--- src/hw/rtl/stack_machine_evaluator_unit_assert.svh ---
// assertion macros used by stack_machine_evaluator_unit
`ifndef STACK_MACHINE_EVALUATOR_UNIT_ASSERT_SVH
`define STACK_MACHINE_EVALUATOR_UNIT_ASSERT_SVH

`ifndef SYNTHESIS

// property checked on every rising clock edge outside reset
`define SMEV_ASSERT(lbl, clk, rstn, prop, msg) \
	lbl: assert property (@(posedge clk) disable iff (!rstn) prop) else $error(msg);

// signal held low while reset is asserted
`define SMEV_ASSERT_LOW_IN_RST(lbl, clk, rstn, sig, msg) \
	lbl: assert property (@(posedge clk) !rstn |-> !(sig)) else $error(msg);

`else

`define SMEV_ASSERT(lbl, clk, rstn, prop, msg)
`define SMEV_ASSERT_LOW_IN_RST(lbl, clk, rstn, sig, msg)

`endif

`endif

--- src/hw/rtl/smev_pkg.sv ---
`default_nettype none
package smev_pkg;

	localparam int DATA_W = 32;
	localparam int LIT_W  = 24;
	localparam int OP_W   = 8;
	localparam int ST_W   = 3;

	localparam logic [OP_W-1:0] OP_LIT = 8'd0;
	localparam logic [OP_W-1:0] OP_ADD = 8'd1;
	localparam logic [OP_W-1:0] OP_SUB = 8'd2;
	localparam logic [OP_W-1:0] OP_MUL = 8'd3;
	localparam logic [OP_W-1:0] OP_DIV = 8'd4;
	localparam logic [OP_W-1:0] OP_MOD = 8'd5;
	localparam logic [OP_W-1:0] OP_END = 8'd6;

	localparam logic [ST_W-1:0] ST_OK    = 3'd0;
	localparam logic [ST_W-1:0] ST_UNDER = 3'd1;
	localparam logic [ST_W-1:0] ST_OVER  = 3'd2;
	localparam logic [ST_W-1:0] ST_DIVZ  = 3'd3;
	localparam logic [ST_W-1:0] ST_BADOP = 3'd4;

	typedef enum logic [2:0] {
		ALU_ADD,
		ALU_SUB,
		ALU_MUL,
		ALU_DIV,
		ALU_MOD
	} alu_op_t;

	typedef enum logic [2:0] {
		S_IDLE,
		S_EXEC,
		S_READ,
		S_CALC,
		S_WAIT
	} state_t;

	typedef struct packed {
		logic    start;
		alu_op_t op;
	} alu_req_t;

	typedef struct packed {
		logic busy;
		logic done;
	} alu_rsp_t;

endpackage
`default_nettype wire

--- src/hw/rtl/stack_machine_evaluator_unit.sv ---
`default_nettype none
// channel | signals                              | dir | beat
// in      | in_valid in_ready op literal          | in  | one instruction
// out     | out_valid out_ready top_value status  | out | one result per instruction
//         | done_res                              |     |
//
// push, end and error beats pass from accept through the exec and wait states into the output register
// zero divisor is caught in the read state after the stack read, then goes through wait to the output register
// add, sub, mul, div and mod: decode and stack read, then the bit-serial alu, whose
// finish step registers its result with a sign fix for div and mod, then one step each
// to latch the alu result and to move it into the output register
// arst_n clears the stack count, the fsm and the output valid; no clearing pass
// a stalled output holds the fsm in its wait state; the next instruction is
// taken once the result has moved into the output register
module stack_machine_evaluator_unit #(
	parameter int STACK_DEPTH = 64
) (
	input  logic                          clk,
	input  logic                          arst_n,
	input  logic                          in_valid,
	output logic                          in_ready,
	input  logic [smev_pkg::OP_W-1:0]     op,
	input  logic [smev_pkg::LIT_W-1:0]    literal,
	output logic                          out_valid,
	input  logic                          out_ready,
	output logic signed [smev_pkg::DATA_W-1:0] top_value,
	output logic [smev_pkg::ST_W-1:0]     status,
	output logic                          done_res
);
	import smev_pkg::*;

`include "stack_machine_evaluator_unit_assert.svh"

	localparam int CW = $clog2(STACK_DEPTH + 1);
	localparam int AW = $clog2(STACK_DEPTH);

	// top of stack lives in top_q; the memory holds the entries below it
	logic [DATA_W-1:0] mem [STACK_DEPTH];
	logic [DATA_W-1:0] rd_q, top_q;
	logic [CW-1:0]     count_q;
	state_t            state_q, state_d;

	logic [OP_W-1:0]   op_q;
	logic [LIT_W-1:0]  lit_q;

	logic [DATA_W-1:0] res_top_q;
	logic [ST_W-1:0]   res_st_q;
	logic              res_done_q;

	logic              out_valid_q;
	logic [DATA_W-1:0] out_top_q;
	logic [ST_W-1:0]   out_st_q;
	logic              out_done_q;

	logic              accept, out_free;
	logic [CW-1:0]     cnt_m1, cnt_m2;
	logic [DATA_W-1:0] cur_top, lit_ext;
	logic              is_divmod;

	// control decoded by the fsm
	logic              mem_we, mem_re, top_we, cnt_we, res_we, out_load;
	logic [DATA_W-1:0] top_d, res_top_d;
	logic [CW-1:0]     cnt_d;
	logic [ST_W-1:0]   res_st_d;
	logic              res_done_d;

	alu_req_t          alu_req;
	alu_rsp_t          alu_rsp;
	logic [DATA_W-1:0] alu_res;

	assign accept    = in_valid && in_ready;
	assign out_free  = !out_valid_q || out_ready;
	assign cnt_m1    = count_q - CW'(1);
	assign cnt_m2    = count_q - CW'(2);
	assign cur_top   = (count_q == '0) ? '0 : top_q;
	assign lit_ext   = {{(DATA_W - LIT_W){1'b0}}, lit_q};
	assign is_divmod = (op_q == OP_DIV) || (op_q == OP_MOD);
	assign in_ready  = (state_q == S_IDLE);

	always_comb begin
		state_d    = state_q;
		mem_we     = 1'b0;
		mem_re     = 1'b0;
		top_we     = 1'b0;
		cnt_we     = 1'b0;
		res_we     = 1'b0;
		out_load   = 1'b0;
		top_d      = top_q;
		cnt_d      = count_q;
		res_top_d  = cur_top;
		res_st_d   = ST_OK;
		res_done_d = 1'b0;
		alu_req.start = 1'b0;
		unique case (op_q)
			OP_ADD:  alu_req.op = ALU_ADD;
			OP_SUB:  alu_req.op = ALU_SUB;
			OP_MUL:  alu_req.op = ALU_MUL;
			OP_DIV:  alu_req.op = ALU_DIV;
			default: alu_req.op = ALU_MOD;
		endcase
		unique case (state_q)
			S_IDLE: begin
				if (accept) state_d = S_EXEC;
			end
			S_EXEC: begin
				res_we  = 1'b1;
				state_d = S_WAIT;
				case (op_q)
					OP_LIT: begin
						if (count_q == CW'(STACK_DEPTH)) begin
							res_st_d = ST_OVER;
						end else begin
							// old top drops into memory
							mem_we    = (count_q != '0);
							top_we    = 1'b1;
							top_d     = lit_ext;
							cnt_we    = 1'b1;
							cnt_d     = count_q + CW'(1);
							res_top_d = lit_ext;
						end
					end
					OP_ADD, OP_SUB, OP_MUL, OP_DIV, OP_MOD: begin
						if (count_q < CW'(2)) begin
							res_st_d = ST_UNDER;
						end else begin
							res_we  = 1'b0;
							mem_re  = 1'b1;
							state_d = S_READ;
						end
					end
					OP_END: begin
						if (count_q == '0) begin
							res_st_d = ST_UNDER;
						end else begin
							res_done_d = 1'b1;
							cnt_we     = 1'b1;
							cnt_d      = '0;
						end
					end
					default: res_st_d = ST_BADOP;
				endcase
			end
			S_READ: begin
				if (is_divmod && rd_q == '0) begin
					res_we   = 1'b1;
					res_st_d = ST_DIVZ;
					state_d  = S_WAIT;
				end else begin
					alu_req.start = 1'b1;
					state_d       = S_CALC;
				end
			end
			S_CALC: begin
				if (alu_rsp.done) begin
					top_we    = 1'b1;
					top_d     = alu_res;
					cnt_we    = 1'b1;
					cnt_d     = cnt_m1;
					res_we    = 1'b1;
					res_top_d = alu_res;
					state_d   = S_WAIT;
				end
			end
			S_WAIT: begin
				if (out_free) begin
					out_load = 1'b1;
					state_d  = S_IDLE;
				end
			end
			default: state_d = S_IDLE;
		endcase
	end

	always_ff @(posedge clk or negedge arst_n) begin
		if (!arst_n) begin
			state_q     <= S_IDLE;
			count_q     <= '0;
			out_valid_q <= 1'b0;
		end else begin
			state_q <= state_d;
			if (cnt_we) count_q <= cnt_d;
			if (out_load) out_valid_q <= 1'b1;
			else if (out_ready) out_valid_q <= 1'b0;
		end
	end

	// payload registers, no reset
	always_ff @(posedge clk) begin
		if (accept) begin
			op_q  <= op;
			lit_q <= literal;
		end
		if (top_we) top_q <= top_d;
		if (res_we) begin
			res_top_q  <= res_top_d;
			res_st_q   <= res_st_d;
			res_done_q <= res_done_d;
		end
		if (out_load) begin
			out_top_q  <= res_top_q;
			out_st_q   <= res_st_q;
			out_done_q <= res_done_q;
		end
	end

	// stack memory: one write port, one registered read port
	always_ff @(posedge clk) begin
		if (mem_we) mem[cnt_m1[AW-1:0]] <= top_q;
		if (mem_re) rd_q <= mem[cnt_m2[AW-1:0]];
	end

	smev_alu u_alu (
		.clk    (clk),
		.arst_n (arst_n),
		.req    (alu_req),
		.a      (top_q),
		.b      (rd_q),
		.rsp    (alu_rsp),
		.result (alu_res)
	);

	assign out_valid = out_valid_q;
	assign top_value = out_top_q;
	assign status    = out_st_q;
	assign done_res  = out_done_q;

	`SMEV_ASSERT(a_alu_in_calc, clk, arst_n, alu_rsp.busy |-> state_q == S_CALC, "alu busy outside calc")
	`SMEV_ASSERT(a_count_range, clk, arst_n, count_q <= CW'(STACK_DEPTH), "stack count beyond depth")
	`SMEV_ASSERT(a_done_ok, clk, arst_n, (out_valid && done_res) |-> status == ST_OK, "done with error status")
	`SMEV_ASSERT(a_end_empties, clk, arst_n, (state_q == S_EXEC && op_q == OP_END) |=> count_q == '0, "end left stack")
	`SMEV_ASSERT_LOW_IN_RST(a_rst_out, clk, arst_n, out_valid_q, "output valid in reset")

endmodule
`default_nettype wire

--- src/hw/rtl/smev_alu.sv ---
`default_nettype none
module smev_alu (
	input  logic                            clk,
	input  logic                            arst_n,
	input  smev_pkg::alu_req_t              req,
	input  logic [smev_pkg::DATA_W-1:0]     a,
	input  logic [smev_pkg::DATA_W-1:0]     b,
	output smev_pkg::alu_rsp_t              rsp,
	output logic [smev_pkg::DATA_W-1:0]     result
);
	import smev_pkg::*;

	localparam int CNT_W = $clog2(DATA_W);

	logic              run_q, fin_q, done_q;
	alu_op_t           op_q;
	logic [CNT_W-1:0]  cnt_q;
	logic [DATA_W-1:0] x_q, y_q, acc_q, rem_q, result_q;
	logic              c_q, qneg_q, rneg_q;

	logic              bb, sbit, cout;
	logic [DATA_W:0]   trial, diff;
	logic              ge;
	logic [DATA_W-1:0] mul_sum, fix_in, fix_out, abs_a, abs_b;
	logic              fix_neg, is_div;

	always_comb begin
		// serial add/sub, one bit per cycle
		bb      = y_q[0] ^ (op_q == ALU_SUB);
		sbit    = x_q[0] ^ bb ^ c_q;
		cout    = (x_q[0] & bb) | (c_q & (x_q[0] ^ bb));
		// shift-add multiply
		mul_sum = acc_q + (y_q[0] ? x_q : '0);
		// restoring divide, one quotient bit per cycle
		trial   = {rem_q, x_q[DATA_W-1]};
		diff    = trial - {1'b0, y_q};
		ge      = ~diff[DATA_W];
		// sign fix after divide
		fix_in  = (op_q == ALU_DIV) ? x_q : rem_q;
		fix_neg = (op_q == ALU_DIV) ? qneg_q : rneg_q;
		fix_out = fix_neg ? (~fix_in + DATA_W'(1)) : fix_in;
		abs_a   = a[DATA_W-1] ? (~a + DATA_W'(1)) : a;
		abs_b   = b[DATA_W-1] ? (~b + DATA_W'(1)) : b;
		is_div  = (req.op == ALU_DIV) || (req.op == ALU_MOD);
	end

	always_ff @(posedge clk or negedge arst_n) begin
		if (!arst_n) begin
			run_q  <= 1'b0;
			fin_q  <= 1'b0;
			done_q <= 1'b0;
			cnt_q  <= '0;
		end else begin
			done_q <= 1'b0;
			if (req.start && !run_q && !fin_q) begin
				run_q <= 1'b1;
				cnt_q <= '0;
			end else if (run_q) begin
				cnt_q <= cnt_q + CNT_W'(1);
				if (cnt_q == CNT_W'(DATA_W - 1)) begin
					run_q <= 1'b0;
					fin_q <= 1'b1;
				end
			end else if (fin_q) begin
				fin_q  <= 1'b0;
				done_q <= 1'b1;
			end
		end
	end

	always_ff @(posedge clk) begin
		if (req.start && !run_q && !fin_q) begin
			op_q   <= req.op;
			c_q    <= (req.op == ALU_SUB);
			acc_q  <= '0;
			rem_q  <= '0;
			x_q    <= is_div ? abs_a : a;
			y_q    <= is_div ? abs_b : b;
			qneg_q <= a[DATA_W-1] ^ b[DATA_W-1];
			rneg_q <= a[DATA_W-1];
		end else if (run_q) begin
			case (op_q)
				ALU_ADD, ALU_SUB: begin
					acc_q <= {sbit, acc_q[DATA_W-1:1]};
					x_q   <= {1'b0, x_q[DATA_W-1:1]};
					y_q   <= {1'b0, y_q[DATA_W-1:1]};
					c_q   <= cout;
				end
				ALU_MUL: begin
					acc_q <= mul_sum;
					x_q   <= {x_q[DATA_W-2:0], 1'b0};
					y_q   <= {1'b0, y_q[DATA_W-1:1]};
				end
				default: begin
					rem_q <= ge ? diff[DATA_W-1:0] : trial[DATA_W-1:0];
					x_q   <= {x_q[DATA_W-2:0], ge};
				end
			endcase
		end else if (fin_q) begin
			result_q <= ((op_q == ALU_DIV) || (op_q == ALU_MOD)) ? fix_out : acc_q;
		end
	end

	assign rsp.busy = run_q | fin_q;
	assign rsp.done = done_q;
	assign result   = result_q;

endmodule
`default_nettype wire
--- config.mk ---
export PLATFORM = sky130hd
export DESIGN_NAME = stack_machine_evaluator_unit
export DESIGN_NICKNAME = d
export VERILOG_FILES = /design/src/hw/rtl/smev_pkg.sv /design/src/hw/rtl/stack_machine_evaluator_unit.sv /design/src/hw/rtl/smev_alu.sv
export VERILOG_INCLUDE_DIRS = /design/src /design/src/hw/rtl
export SDC_FILE = /design/constraint.sdc
export NUM_CORES = 2
export LEC_CHECK = 0
export ABC_AREA = 0
export ABC_CLOCK_PERIOD_IN_PS = 4690
export BUFFER_PORTS_ARGS = -buffer_cell sky130_fd_sc_hd__buf_2
export CAP_MARGIN = 20
export CORE_UTILIZATION = 57
export CTS_CLUSTER_DIAMETER = 150
export CTS_CLUSTER_SIZE = 40
export DETAILED_ROUTE_END_ITERATION = 10
export PLACE_DENSITY = 0.76
export SLEW_MARGIN = 15
export SYNTH_ARGS = -nofsm -noshare
export SYNTH_HDL_FRONTEND = slang
export SYNTH_SLANG_ARGS = --single-unit
export TNS_END_PERCENT = 5
--- constraint.sdc ---
create_clock -name clk -period 4.69 [get_ports clk]
set_input_delay 0.2345 -clock clk [delete_from_list [all_inputs] [get_ports clk]]
set_output_delay 0.2345 -clock clk [all_outputs]
set_load 0.01 [all_outputs]
# ---- Yosys cells after proc, flatten, opt, wreduce, memory -nomap -nowiden
# Memories as Yosys holds them, arrays and structs flattened. A register that Yosys moved wholly into a read port is not among the register bits.
# Cells that the tools add are included.
# Widths: inputs -> output; s select.
dict set report op_classes {
  addsub 9
  n_lt_le_gt_ge 1
  eq_ne 28
  mux 83
  n_bitwise 14
  n_reduce_logical 36
}
# cell n
set ops {}
lappend ops {{$mux 32} 21}
lappend ops {{$pmux 32 s2} 4}
lappend ops {{$add 32x1->32 const B} 3}
lappend ops {{$not 32->32} 3}
lappend ops {{$mux 1} 35}
lappend ops {{$sub 33x32->33} 1}
lappend ops {{$add 32x32->32} 1}
lappend ops {{$logic_not 32->1} 1}
lappend ops {{$pmux 7 s2} 2}
lappend ops {{$eq 8x3->1 const B} 3}
lappend ops {{$mux 7} 3}
lappend ops {{$mux 3} 6}
lappend ops {{$eq 8x2->1 const B} 2}
lappend ops {{$eq 3x2->1 const B} 5}
lappend ops {{$pmux 3 s5} 1}
lappend ops {{$pmux 3 s4} 1}
lappend ops {{$reduce_and 2->1} 6}
lappend ops {{$reduce_bool 2->1} 6}
lappend ops {{$mux 5} 2}
lappend ops {{$eq 3x1->1 const B} 3}
lappend ops {{$eq 3x3->1 const B} 3}
lappend ops {{$pmux 3 s3} 1}
lappend ops {{$eq 8x1->1 const B} 1}
lappend ops {{$logic_not 8->1} 1}
lappend ops {{31 further kinds} 56}
dict set report totals {
  ff_bits 321
  ramBits 2048
  inputBits 36
  out_inout_bits 38
  wordCells 197
  memories 1
}
# name depth width rd rd_clocked_by_memory_dff wr line_no
set mem_list {}
lappend mem_list {mem 64 32 1 1 1 stack_machine_evaluator_unit.sv:38} ;# logic [DATA_W-1:0] mem [STACK_DEPTH];

# ---- Logic depth before layout (Yosys ltp)
dict set report logic_depth {
  ltp_word 9
  ltp_mapped 15
}

# ---- Hierarchy
# Synthesis repeated with hierarchy kept, for this count alone.
dict set report unflattened {
  cells_unflattened 5366
  hier_area_um2 98958.7
}
# module instances cells_per_inst area_each_um2 seq_area_each_um2
set modules_own_cells {}
lappend modules_own_cells {stack_machine_evaluator_unit 1 3755 85246.8 66819.1}
lappend modules_own_cells {smev_alu 1 1611 13711.9 4544.4}

# ---- Least setup slack after synthesis
# OpenSTA, ideal clock, no wires.
dict set report synth_timing {
  kind {register -> register}
  from {register count_q[1]}
  to {register res_top_q[19], data pin}
  setup_ns 0.262
  arrival_ns 4.799
  slack_ns -0.371
  stages_incl_launch_ff 16
  path_buffers 5
  period_less_slack_ns 5.061
  path_cell_list {dfrtp_1 -> buf_2 -> clkbuf_1 -> clkbuf_1 -> buf_1 -> inv_1 -> ha_1 -> nand2_1 -> nor3_1 -> a21oi_1 -> a22oi_1 -> nor2_1 -> nor2_1 -> clkbuf_1 -> a222oi_1 -> inv_1}
}
dict set report synth_via {
  elab_chain_cells 5
}
# item line_no
set synth_lines {}
lappend synth_lines {{start: declaration} stack_machine_evaluator_unit.sv:40} ;# logic [CW-1:0] count_q;
lappend synth_lines {{start signal: assignment} stack_machine_evaluator_unit.sv:181} ;# if (cnt_we) count_q <= cnt_d;
lappend synth_lines {{$logic_not 7->1} stack_machine_evaluator_unit.sv:75} ;# assign cur_top = (count_q == '0) ? '0 : top_q;
lappend synth_lines {{$mux 32} stack_machine_evaluator_unit.sv:75}
lappend synth_lines {{$mux 32} stack_machine_evaluator_unit.sv:110} ;# if (count_q == CW'(STACK_DEPTH)) begin
lappend synth_lines {{$mux 32} stack_machine_evaluator_unit.sv:108} ;# case (op_q)
lappend synth_lines {{$pmux 32 s2 *} stack_machine_evaluator_unit.sv:101} ;# unique case (state_q)
lappend synth_lines {{net res_top_d[19]} stack_machine_evaluator_unit.sv:62} ;# logic [DATA_W-1:0] top_d, res_top_d;
lappend synth_lines {{end signal: assignment} stack_machine_evaluator_unit.sv:195} ;# res_top_q <= res_top_d;
lappend synth_lines {{end: declaration} stack_machine_evaluator_unit.sv:46} ;# logic [DATA_W-1:0] res_top_q;
# The timed path passes the listed nets; every way through them passes the cells marked *.
# A chain may end at the register's enable or synchronous reset.

# ---- Worst setup path after layout
dict set report layout_timing {
  from {register u_alu.y_q[0]}
  to {register u_alu.acc_q[31]}
}
dict set report layout_via {
  elab_chain_cells 4
}
# item line_no
set layout_lines {}
lappend layout_lines {{start: declaration} smev_alu.sv:18} ;# logic [DATA_W-1:0] x_q, y_q, acc_q, rem_q, result_q;
lappend layout_lines {{start signal: assignment} smev_alu.sv:78} ;# y_q <= is_div ? abs_b : b;
lappend layout_lines {{start signal: assignment} smev_alu.sv:86} ;# y_q <= {1'b0, y_q[DATA_W-1:1]};
lappend layout_lines {{start signal: assignment} smev_alu.sv:92} ;# y_q <= {1'b0, y_q[DATA_W-1:1]};
lappend layout_lines {{branches (longest 3 deep; another with $add 32x32->32)} n/a}
lappend layout_lines {{$pmux 32 s2 *} smev_alu.sv:82} ;# case (op_q)
lappend layout_lines {{end signal: assignment} smev_alu.sv:84} ;# acc_q <= {sbit, acc_q[DATA_W-1:1]};
lappend layout_lines {{end signal: assignment} smev_alu.sv:90} ;# acc_q <= mul_sum;
lappend layout_lines {{end: declaration} smev_alu.sv:18}
# Mark *: on every way between the ends.

==> flow_metrics.py <==
metrics = {
    "logic_synthesis": {
        "ys_top_cells_by_area": "edfxtp_1, mux4_2, dfxtp_1",
        "synthSimpleGateAreaFrac_pct": 3.699,
        "synth_top_family_by_area": "multiplexers",
        "synth_top_area_share_pct": 70.87,
        "synth_area_leader_cell": "edfxtp_1",
        "ys_seq_elements": 2401,
        "synth_edf_count": 2318,
        "avgSynthCellArea_um2": 19.38,
        "ys_async_sr_fraction_pct": 0.7913,
        "synth_xor_area_share_pct": 1.381,
        "yosys_warnings": 0,
        "synthCells": 5067,
        "synthFlopType": "edfxtp_1",
        "synth-compound-area-share_pct": 3.689,
        "synth_cell_type_count": 91,
        "synthAdderAreaFrac_pct": 1.004,
        "synth_area_um2": 98220,
        "synth-seq-area-share_pct": 72.66,
        "syn-num-nets": 5180,
        "muxShareOfSynthArea_pct": 16.10,
    },
    "layout": {
        "area_delta_synth_final_pct": 6.737,
        "drive_above_1_share_pct": 21.38,
        "final_area_um2": 104800,
        "fin_nets": 5260,
        "fill_cells": 11550,
        "fin_util_pct": 61.59,
    },
    "grt": {
        "grt-ovfl-total": 0,
        "grt_max_degree": 153,
        "grt_util_all_layers_pct": 28.68,
        "first_global_vias": 49950,
        "antenna_found_initial": 17,
        "grt_pass1_wl_um": 355100,
    },
    "drt": {
        "dr.pass1.iters": 6,
        "detail-route-antenna-nets": 0,
        "post-route-drc-count": 0,
        "drt_iter0_markers": 7639,
        "dr_total_vias": 50820,
        "routed_wl_um": 247400,
        "viasPerCell": 6.806,
        "wl_per_cell_um": 33.13,
    },
    "worst_setup_path": {
        "worstPathArrival_ps": 4610,
        "rrSetupSlack_ps": 760,
        "worst-path-max-fanout": 33,
        "start_kind": "flip-flop",
        "critPathRequiredTime_ps": 5370,
        "path_class": "reg2reg",
        "crit_path_end_kind": "flip-flop",
    },
    "clock_network": {
        "post-cts-setup-buffers": 0,
        "cts-root-buf": "clkbuf_16",
        "numCtsBuffers": 70,
        "cts_resized": 0,
        "clk_latency_ps": 760,
        "hold_buffers": 34,
        "htreeDepth": 3,
        "clkSlewWorstSetupHoldPaths_ps": 170,
        "cts_tree": "done",
        "cts_sinks": 2401,
        "cts_buffer_depth": 3,
    },
    "timing": {
        "tns_ps": 0,
        "fmax_mhz": 254.5,
        "finalHoldViolCount": 0,
        "min_period_ps": 3929,
        "worst_pin_slew_ps": 1132,
        "setup_viol": 0,
        "fin_crit_sh_pct": 83.78,
        "rsz0062_at_grt": "false",
        "fin_skew_ps": 48.20,
        "slew_headroom_pct": 24.50,
        "drv_slew": 0,
    },
    "floorplanning": {
        "initial_core_util_pct": 57.70,
        "die_x_um": 417.1,
        "io_pins": 74,
        "die_y_um": 417.1,
        "coreArea_um2": 170200,
        "std_cell_rows": 151,
        "die_area_um2": 174000,
    },
    "placed_design": {
        "dp_hpwl_um": 141500,
        "io_buffers": 73,
        "placed_cell_area_um2": 102500,
        "place.gp.congestion": 0.9428,
    },
    "job": {
        "maxCapViolCount": 0,
    },
    "pwr": {
        "power.total_uw": 49250,
        "leakage_uw": 0.03207,
        "irDropWorstVdd_v": 0.0004044,
        "pwr_density_cell_nw_per_um2": 469.7,
    },
    "min_path": {
        "hp-class": "in2async",
    },
    "outcome": {
        "outcome": "complete, no violations",
    },
}
-- registers in the layout, indices dropped and copies added, names as in the netlist, 3 cells and up --
name,count
u_alu.cnt_q,5
op_q,8
count_q,7
status,3
res_top_q,32
u_alu.result,32
res_st_q,3
u_alu.y_q,32
u_alu.acc_q,32
u_alu.rem_q,32
lit_q,24
u_alu.x_q,32
top_value,32
mem,2048
top_q,32
rd_q,32
u_alu.op_q,3
state_q,3
-- metal layers --
layer	up-vias	share of wire (%)	global-route usage [%]
met4	4	4.2	11.35
met5	-	0.0085	0
met3	407	11	4.186
li1	20700	-	-
met2	3046	48	45.39
met1	26670	37	40.78
-- synthesized netlist by cell type, drive strengths merged, types with 16 or more instances --
cell type     n
a31oi        21
buf         104
a22o         16
o211ai       19
o21ai       196
edfxtp     2318
nor2        192
clkbuf      162
nor2b        23
inv          86
a211oi       28
mux2i        78
nand4        17
a21oi       138
dfxtp        64
nand2b       16
and3         24
xor2         78
nor3         47
xnor2        76
a21o         32
nand2       276
ha           74
nand3        73
a222oi       24
and2         52
dfrtp        19
o31ai        20
mux4        666
-- layout by cell type, fill, tap and decap left out, types with 24 or more instances in the layout --
master	netlist	routed
a211oi_1	25	25
a21o_1	32	32
a21oi_1	138	136
a222oi_1	24	24
and2_1	52	52
buf_12	0	26
buf_2	59	73
buf_4	6	141
clkbuf_16	0	73
dfxtp_1	64	64
dlygate4sd3_1	0	34
edfxtp_1	2318	2318
ha_1	74	73
inv_1	84	84
mux2i_1	78	78
mux4_2	666	666
nand2_1	272	270
nand3_1	72	72
nor2_1	189	122
nor2_4	2	69
nor3_1	46	45
o21ai_0	130	130
o21ai_1	66	66
xnor2_1	75	72
xor2_1	78	78
-- path summary, 6_finish.rpt --
kind	startpoint	end	depth (start not counted)
worst max-delay path	u_alu.y_q[0]$_DFFE_PP_	u_alu.acc_q[31]$_SDFFE_PN0P_	12
worst min-delay path	arst_n	out_valid$_DFFE_PN0P_	2
worst max register to register	u_alu.y_q[0]$_DFFE_PP_	u_alu.acc_q[31]$_SDFFE_PN0P_	12
worst min register to register	res_st_q[1]$_DFFE_PP_	status[1]$_DFFE_PP_	0
max in group asynchronous	arst_n	count_q[1]$_DFFE_PN0P_	2
min in group clk	in_valid	state_q[0]$_DFFE_PN0P_	4
-- logic make-up after synthesis --
logic type / Yosys count
xor+xnor: 154
fa+ha+maj: 77
buf+inv: 352
mux: 747
simple gates: 767
compound gates: 569
flops: 2401
-- power breakdown --
part / switching, uW / internal, uW / total [uW]
Combinational: 8500 / 6420 / 14900
Clock: 5970 / 2930 / 8900
Sequential: 1010 / 24400 / 25400
-- worst max-delay path: stages, from the launching register on --
cell and delay [ps]:
edfxtp_1 430, buf_4 250, and2_1 200, ha_1 360, a2111oi_0 390, o21ai_0 310, a31oi_1 490, nor2_1 110
o21ai_0 480, o31ai_1 240, xor2_1 210, o21ai_0 100, a22o_1 260
-- stage by stage --
stage	hold WS [ps]	worst slack [ps]	instances
6_report	66.98	760.9	7467
5_1_grt	82.28	369.2	7465
4_1_cts	32.20	831.2	7462
3_5_place_dp	264.8	857.3	7335
3_3_place_gp	231.7	1011	7335
2_1_floorplan	-61.09	143.9	5067
-- cell type report --
| class | count | area [um2] | area share, % |
|---|---|---|---|
| well taps | 2295 | 2872 | 2.739 |
| multi-input cells | 2314 | 25990 | 24.79 |
| repair buffers | 274 | 2285 | 2.179 |
| inverters | 86 | 325.3 | 0.3103 |
| clock buffers | 89 | 1887 | 1.800 |
| diodes | 4 | 10.01 | 0.009548 |
| clock inverters | 4 | 92.59 | 0.08832 |
| flip-flops and latches | 2401 | 71370 | 68.08 |
No activity file was read; power rests on OpenSTA's default activity.
